### config.mk
export PLATFORM = sky130hd
export DESIGN_NAME = imab_div
export DESIGN_NICKNAME = d
export VERILOG_FILES = /design/src/hdl/imab_pkg.sv /design/src/hdl/imab_div.sv
export SDC_FILE = /design/constraint.sdc
export NUM_CORES = 1
export LEC_CHECK = 0
export ABC_AREA = 1
export ABC_CLOCK_PERIOD_IN_PS = 5100
export BUFFER_PORTS_ARGS = -buffer_cell sky130_fd_sc_hd__buf_2
export CORE_MARGIN = 1.5
export CORE_UTILIZATION = 45
export DETAILED_ROUTE_END_ITERATION = 8
export PLACE_DENSITY = 0.67
export SETUP_SLACK_MARGIN = 0.5
export SLEW_MARGIN = 20
export SYNTH_ARGS = -nofsm -noshare
export SYNTH_HDL_FRONTEND = slang
export SYNTH_SLANG_ARGS = --single-unit
### constraint.sdc
create_clock -name i_clk -period 5.1 [get_ports i_clk]
set_input_delay 0.51 -clock i_clk [delete_from_list [all_inputs] [get_ports i_clk]]
set_output_delay 0.51 -clock i_clk [all_outputs]
set_load 0.01 [all_outputs]
### src/hdl/imab_pkg.sv
// Shared types and constants for the interarrival moving-average binner.
`timescale 1ns / 1ps

package imab_pkg;

    // Field widths
    localparam int TIME_W    = 62;
    localparam int DELTA_W   = 32;
    localparam int IV_W      = 48;
    localparam int BIN_W     = 4;
    localparam int BCNT_W    = 5;
    localparam int CFG_IDX_W = 2;
    localparam int CFG_DAT_W = 48;

    // Shared divider widths
    localparam int DIV_W     = 48;
    localparam int STEP_W    = 6;

    // Divider step counts
    localparam logic [STEP_W-1:0] STEPS_FULL = 6'd48;
    localparam logic [STEP_W-1:0] STEPS_BIN  = 6'd4;

    // Configuration register indexes
    localparam logic [CFG_IDX_W-1:0] CFG_BIN_LOW   = 2'd0;
    localparam logic [CFG_IDX_W-1:0] CFG_BIN_HIGH  = 2'd1;
    localparam logic [CFG_IDX_W-1:0] CFG_BIN_COUNT = 2'd2;

    // Configuration reset values
    localparam logic [IV_W-1:0]   BIN_LOW_RST   = 48'd0;
    localparam logic [IV_W-1:0]   BIN_HIGH_RST  = 48'd2765653;
    localparam logic [BCNT_W-1:0] BIN_COUNT_RST = 5'd10;
    localparam logic [BCNT_W-1:0] BIN_COUNT_MAX = 5'd16;

    localparam logic [IV_W-1:0]   IV_MAX = {IV_W{1'b1}};

    // Divider request: remainder seed, dividend bits still to shift in
    // (left aligned), divisor and number of quotient bits to produce
    typedef struct packed {
        logic              start;
        logic [DIV_W-1:0]  rem;
        logic [DIV_W-1:0]  low;
        logic [DIV_W-1:0]  dvs;
        logic [STEP_W-1:0] steps;
    } t_div_req;

    typedef struct packed {
        logic             done;
        logic [DIV_W-1:0] quot;
    } t_div_rsp;

    typedef enum logic [3:0] {
        ST_IDLE,
        ST_IV_START,
        ST_IV_WAIT,
        ST_SUB,
        ST_ADD,
        ST_MEAN_START,
        ST_MEAN_WAIT,
        ST_BIN_SETUP,
        ST_BIN_WAIT,
        ST_FINISH
    } t_state;

endpackage

### src/hdl/imab_div.sv
// Shared restoring divider, one quotient bit per cycle.
`timescale 1ns / 1ps

module imab_div import imab_pkg::*; (
    input  logic     i_clk,
    input  logic     i_rst_n,
    input  t_div_req i_req,
    output t_div_rsp o_rsp
);

    logic              r_busy;
    logic              r_done;
    logic [DIV_W-1:0]  r_rem;
    logic [DIV_W-1:0]  r_low;
    logic [DIV_W-1:0]  r_dvs;
    logic [STEP_W-1:0] r_left;

    logic [DIV_W:0]    trial;
    logic [DIV_W:0]    trial_sub;
    logic              fits;

    // Shift in the next dividend bit and try the subtract
    always_comb begin
        trial     = {r_rem, r_low[DIV_W-1]};
        trial_sub = trial - {1'b0, r_dvs};
        fits      = (trial >= {1'b0, r_dvs});
    end

    // Control
    always_ff @(posedge i_clk) begin
        if (!i_rst_n) begin
            r_busy <= 1'b0;
            r_done <= 1'b0;
            r_left <= '0;
        end else begin
            r_done <= 1'b0;
            if (i_req.start) begin
                r_busy <= 1'b1;
                r_left <= i_req.steps;
            end else if (r_busy) begin
                r_left <= r_left - 1'b1;
                if (r_left == 6'd1) begin
                    r_busy <= 1'b0;
                    r_done <= 1'b1;
                end
            end
        end
    end

    // Datapath: quotient bits fill the low end of the shift register
    always_ff @(posedge i_clk) begin
        if (i_req.start) begin
            r_rem <= i_req.rem;
            r_low <= i_req.low;
            r_dvs <= i_req.dvs;
        end else if (r_busy) begin
            r_rem <= fits ? trial_sub[DIV_W-1:0] : trial[DIV_W-1:0];
            r_low <= {r_low[DIV_W-2:0], fits};
        end
    end

    assign o_rsp.done = r_done;
    assign o_rsp.quot = r_low;

endmodule

==> reports/metrics.yaml, run 1 <==
status:
  status: "completed"
clock_tree:
  cts_inserted_buffers: 17
  h-tree-depth: 4
  cts_resized: 0
  path_clk_slew_ns: 0.08
  clock_path_buffers: 2
  hold_buffers: 0
  cts_tree: "yes"
  cts_num_sinks: 152
  cts_setup_buffers: 0
  cts_root_buffer: "clkbuf_16"
  clk_latency_ns: 0.43
route:
  via_count: 10312
  drt_drc_violations_left: 0
  wl_per_cell_um: 15.9
  drt_iter0_drc: 702
  ant_nets: 0
  viasPerCell: 4.95
  dr.pass1.iters: 5
  drt_wl_total_um: 33000
pwr:
  p_per_area_mw_per_mm2: 417
  power_mw: 5.33
  vdd_drop_max_v: 0.000217
  power_frac_seq: 0.320
  power.leakage_nw: 6.82
  internal_power_mw: 3.07
  combPwrFrac: 0.436
  pwr-share-clk: 0.244
  swShare: 0.423
  power.switching_mw: 2.25
setup_path:
  cp.required_ns: 5.28
  path_max_fanout: 36
  r2r_setup_slack_ns: 1.69
  critPathLaunchType: "flip-flop"
  ff2ff_path_depth: 13
  rr_endpoint: "r_rem[39]"
  timing.rr.start: "r_rem[16]"
  arrival_ns: 3.59
  critPathCaptureType: "flip-flop"
  path_class: "flip-flop to flip-flop"
timing:
  fin_setup_tns_ns: 0
  fin_crit_ns: 3.41
  clock-skew-final_ns: 0.0134
  rsz0062_at_grt: "false"
  hold_violations: 0
  slew_violations: 0
  relSlewSlack: 0.264
  worst_slew_pin_slew_ns: 1.10
  post-route-period-util: 0.668
  final-setup-viol-count: 0
  max_freq_mhz: 293
min_path:
  min_from: "i_req[11]"
  whs_path_depth: 1
  hold_path_class: "primary input to flip-flop"
  whs_endpoint: "r_dvs[5]"
synth:
  synth_fp_nets: 1764
  synth.area.top_cells: "edfxtp_1, nand2_1, inv_1"
  synth_cell_types: 37
  synth_top_cell_by_area: "edfxtp_1"
  syn_area_mm2: 0.0109
  ys_async_sr_fraction: 0
  synth-main-ff-cell: "edfxtp_1"
  synth_edf_count: 144
  synth_top_area_share: 0.398
  seq_area_frac_synth: 0.412
  synth-seq-cells: 152
  yosysMostFrequentCell: "nand2_1"
  synth_area_per_cell_um2: 6.97
  synth_common_cells: "nand2_1, inv_1, edfxtp_1"
  yosysWarningCount: 0
  synth_cells: 1560
global_route:
  grt_pass1_wl_um: 51500
  grt_antenna_before_repair: 0
  track_usage: 0.270
  grt_max_degree: 66
  gr-total-overflow: 0
  grt_pass1_vias: 9842
die:
  rows: 56
  fp.coreArea_mm2: 0.0236
  die_area_mm2: 0.0251
  start_util: 0.461
  die_h_um: 158
  design.portCount: 202
  die_w_um: 158
cells_and_area:
  fin_cells: 2083
  diodes: 0
  layout.nets: 1955
  syn2layout_area_growth_pct: 17.4
  fin_area_mm2: 0.0128
  final_util: 0.541
  drive_gt1_frac: 0.159
place:
  dp_cells: 2051
  gp_congestion: 0.993
  dpl-instance-area_mm2: 0.0122
  numPortBuffers: 201
  hpwl_um: 25700
flow_run:
  cap_violations: 0
worst max path at each step:
stage          slack, ns       start  cells past startpoint        end
3_5_place_dp        1.68   r_rem[19]                     13  r_rem[39]
6_report            1.69   r_rem[16]                     13  r_rem[39]
5_1_grt             1.46   r_rem[42]                     13  r_rem[46]
2_1_floorplan       1.95  i_req[150]                      6  r_left[0]
4_1_cts             1.67   r_rem[19]                     13  r_rem[43]
3_3_place_gp        1.77   r_rem[16]                     13  r_rem[38]
placed cells by master, fill, tap and decap left out:
master / instances
o21ai_0: 13
a22oi_1: 1
nor2_4: 2
dfxtp_1: 8
a21oi_2: 1
clkbuf_16: 17
or2_2: 1
nor2_2: 4
buf_2: 200
nand3_1: 92
ha_1: 50
nor4_1: 1
inv_6: 4
inv_8: 4
fa_1: 1
a32o_1: 1
xor2_1: 1
nand3_2: 2
a21oi_1: 33
nand4_1: 13
nand3_4: 1
nand2_1: 713
nor3_1: 8
inv_1: 230
clkinv_8: 5
nand2_4: 1
nand3b_1: 40
a31oi_1: 4
and2_1: 3
clkinv_1: 2
nand2_2: 6
edfxtp_1: 144
clkinv_2: 2
inv_2: 22
nor2_1: 96
xnor2_1: 21
o21a_1: 4
o21bai_1: 5
clkinv_4: 1
buf_4: 7
flip-flops by register name, summed over array words and instances (netlist names):
signal / count
r_dvs: 48
r_done: 1
r_rem: 48
r_low: 48
r_left: 6
r_busy: 1
power by group through the flow:
stage,Sequential (mW),Clock (mW),Combinational [mW]
global placement,1.72,0,2.28
detailed placement,1.73,0,2.30
finish,1.70,1.30,2.32
CTS,1.71,1.32,2.31
floorplan,1.73,0,1.65
global route,1.73,1.37,2.61
through the flow:
| stage | worst slack [ns] | hold slack [ns] |
|---|---|---|
| floorplan | 1.95 | 0.460 |
| global placement | 1.77 | 0.476 |
| detailed placement | 1.68 | 0.482 |
| CTS | 1.67 | 0.228 |
| global route | 1.46 | 0.228 |
| finish | 1.69 | 0.245 |
layer usage:
metal | GRT usage | part of all wire
met3 | 0.0455 | 0.065
met2 | 0.438 | 0.45
met4 | 0.0814 | 0.020
met1 | 0.370 | 0.46
met5 | 0 | 0
critical path: stages (launching register included):
cell      delay, ns
edfxtp_1       0.39
ha_1           0.40
nand2_1        0.11
nor2_1         0.26
inv_1          0.07
nor2_1         0.15
inv_2          0.09
nor2_4         0.12
nand3_4        0.41
nand2_4        0.52
buf_4          0.34
nand3_1        0.13
nand2_1        0.08
nand2_1        0.05
layout make-up:
class / instances / area [um^2]
clock buffers: 17 / 425
well taps: 319 / 399
flip-flops and latches: 152 / 4480
clock inverters: 15 / 175
fillers: 2361 / 10800
repair buffers: 207 / 1050
inverters: 255 / 958
multi-input cells: 1118 / 5270
cells by family (layout without fill, tap and decap cells):
family / count (synthesis) / in the layout / synth area share
adder cells (fa/ha/maj): 51 / 51 / 0.0594
AO/OA/AOI/OAI: 62 / 62 / 0.0321
AND/OR/NAND/NOR: 983 / 983 / 0.375
flip-flops: 152 / 152 / 0.412
buffers and inverters: 290 / 494 / 0.103
XOR/XNOR: 22 / 22 / 0.0177
Power figures use the tool's default switching activity.
==> run 2: changes to the inputs <==
Settings changed: ABC_CLOCK_PERIOD_IN_PS 5100 to 3200.
Clock period 5.1 ns to 3.2 ns, I/O delays scaled along.
==> run 2 against run 1 <==
Against the previous run: final cell count rose by 0.77%; clock power increased by 66%; register-to-register slack lost 1.1 ns; count of clock-buffer cells in the layout stayed put; final area increased by 4.1%; first-iteration DRC count is 14% higher; via count grew 0.46%; power up 69%; routed wire length increased by 3.1%; non-clock buffer count up 15; hold slack got worse by 0.20 ns; utilization grew 2.2 points.
==> reports/metrics.yaml, run 2 (synthesis results as in run 1) <==
status:
  status: "completed"
route:
  ant_nets: 0
  dr.pass1.iters: 5
  drt_iter0_drc: 799
  route.met2.wl_um: 15700
  m1WireLength_um: 15300
  wl_per_cell_um: 16.2
  via_count: 10359
  viasPerCell: 4.94
  wl_met3_um: 2520
  drt_wl_total_um: 34100
  top_layer: "met5"
  drt_drc_violations_left: 0
place:
  gp_congestion: 0.961
  dp_cells: 2056
  dpl-instance-area_mm2: 0.0122
  pre_cts_ws_ns: 0.394
  hpwl_um: 25900
  numPortBuffers: 201
clock_tree:
  cts_root_buffer: "clkbuf_16"
  h-tree-depth: 4
  cts_num_sinks: 152
  clock_path_buffers: 2
  cts_tree: "yes"
  clk_latency_ns: 0.44
  path_clk_slew_ns: 0.08
  hold_buffers: 0
  cts_inserted_buffers: 17
global_route:
  grt_pass1_wl_um: 50800
  track_usage: 0.270
  gr-total-overflow: 0
  grt_max_degree: 106
  grt_pass1_vias: 9713
  grt_antenna_before_repair: 1
cells_and_area:
  mostFrequentLayoutCell: "nand2_1"
  diodes: 0
  final_util: 0.563
  syn2layout_area_growth_pct: 22.2
  final_cell_mix: "nand2_1, inv_1, buf_2"
  fin_cells: 2099
  layout.nets: 1971
  drive_gt1_frac: 0.187
  top_regs: "r_dvs: 48 flops, r_low: 48 flops, r_rem: 48 flops"
  fin_area_mm2: 0.0133
setup_path:
  cp.required_ns: 3.39
  critPathCaptureType: "flip-flop"
  crit_slowest_cell: "edfxtp_1"
  path_cells: "ha_1, nand2_1, nor2_2, nand2_1, inv_2, nand2_1, a21oi_2, nor2_4, buf_12, nand2_8, buf_8, nand2_1, nand3_1, nand2_1"
  arrival_ns: 2.80
  critPathLaunchType: "flip-flop"
  crit_family: "simple AND/OR/NAND/NOR gates"
  path_class: "flip-flop to flip-flop"
  path_common_cell: "nand2_1"
  slowest_delay_ns: 0.40
  path_max_fanout: 17
  crit_buf_inv: 3
timing:
  holdWs_ns: 0.0498
  final-setup-viol-count: 0
  rsz0062_at_grt: "true"
  fin_crit_ns: 2.61
  relSlewSlack: 0.582
  clock-skew-final_ns: 0.0188
  slew_violations: 0
  fin_ws_ns: 0.590
  worst_slew_pin_slew_ns: 0.622
  fin_setup_tns_ns: 0
  post-route-period-util: 0.816
  hold_violations: 0
  max_freq_mhz: 383
die:
  die_h_um: 158
  rows: 56
  start_util: 0.461
  design.portCount: 202
  die_area_mm2: 0.0251
  fp.coreArea_mm2: 0.0236
  die_w_um: 158
pwr:
  combPwrFrac: 0.456
  swShare: 0.418
  vdd_drop_max_v: 0.000349
  p_per_area_mw_per_mm2: 677
  power.leakage_nw: 6.96
  power.switching_mw: 3.77
  power_mw: 9.01
  power_frac_seq: 0.305
  pwr-share-clk: 0.239
  internal_power_mw: 5.24
flow_run:
  cap_violations: 0
min_path:
  hold_path_class: "primary input to flip-flop"
## run 2: cell types whose count changed in the layout (fill, tap and decap cells not counted), moves of 3 or more
cell,delta
buf_12,+6
nor2_2,+8
ha_4,+14
nand2_2,+7
nor2_1,-9
buf_4,+5
ha_2,+3
ha_1,-17
nand2_1,-8
## run 2: area by class of cell
cell class / instances / area (um^2)
clock buffer: 17 / 425
clock inverter: 15 / 199
fill: 2327 / 10300
inverter: 255 / 961
multi-input combinational: 1119 / 5540
sequential: 152 / 4480
tap: 319 / 399
timing repair buffer: 222 / 1290
## run 2: metal layers
layer | vias up | GRT usage
met4 | 2 | 0.0574
li1 | 5280 | -
met1 | 4682 | 0.359
met2 | 365 | 0.455
met5 | - | 0
met3 | 30 | 0.0528
## run 2: what timing repair did
item                                    CTS  global route
cloned                                    0             3
endpoints found under the setup margin   48            48
pin swaps                                 0             4
hold endpoints to repair                  0             0
setup buffers                             0             8
gates resized for setup                   6            47
## run 2: path summary, 6_finish.rpt
kind                   from        end  slack (ns)  cells past startpoint
hold / removal     i_req[8]   r_dvs[2]        0.05                      1
setup / recovery  r_rem[37]  r_rem[28]        0.59                     14
setup reg to reg  r_rem[37]  r_rem[28]        0.59                     14
hold reg to reg      r_busy     r_busy        0.51                      2
## run 2: worst register-to-register path: stages (launching register included)
cell      delay (ns)
edfxtp_1        0.40
ha_1            0.40
nand2_1         0.16
nor2_2          0.22
nand2_1         0.12
inv_2           0.07
nand2_1         0.08
a21oi_2         0.17
nor2_4          0.07
buf_12          0.13
nand2_8         0.11
buf_8           0.18
nand2_1         0.08
nand3_1         0.11
nand2_1         0.07
## run 2: power by group through the flow
stage / clock (mW) / sequential [mW] / combinational, mW
after global routing: 2.27 / 2.77 / 4.57
after detailed placement: 0 / 2.76 / 3.69
final: 2.16 / 2.74 / 4.10
after floorplan: 0 / 2.75 / 2.63
after global placement: 0 / 2.76 / 3.65
after CTS: 2.20 / 2.72 / 3.73
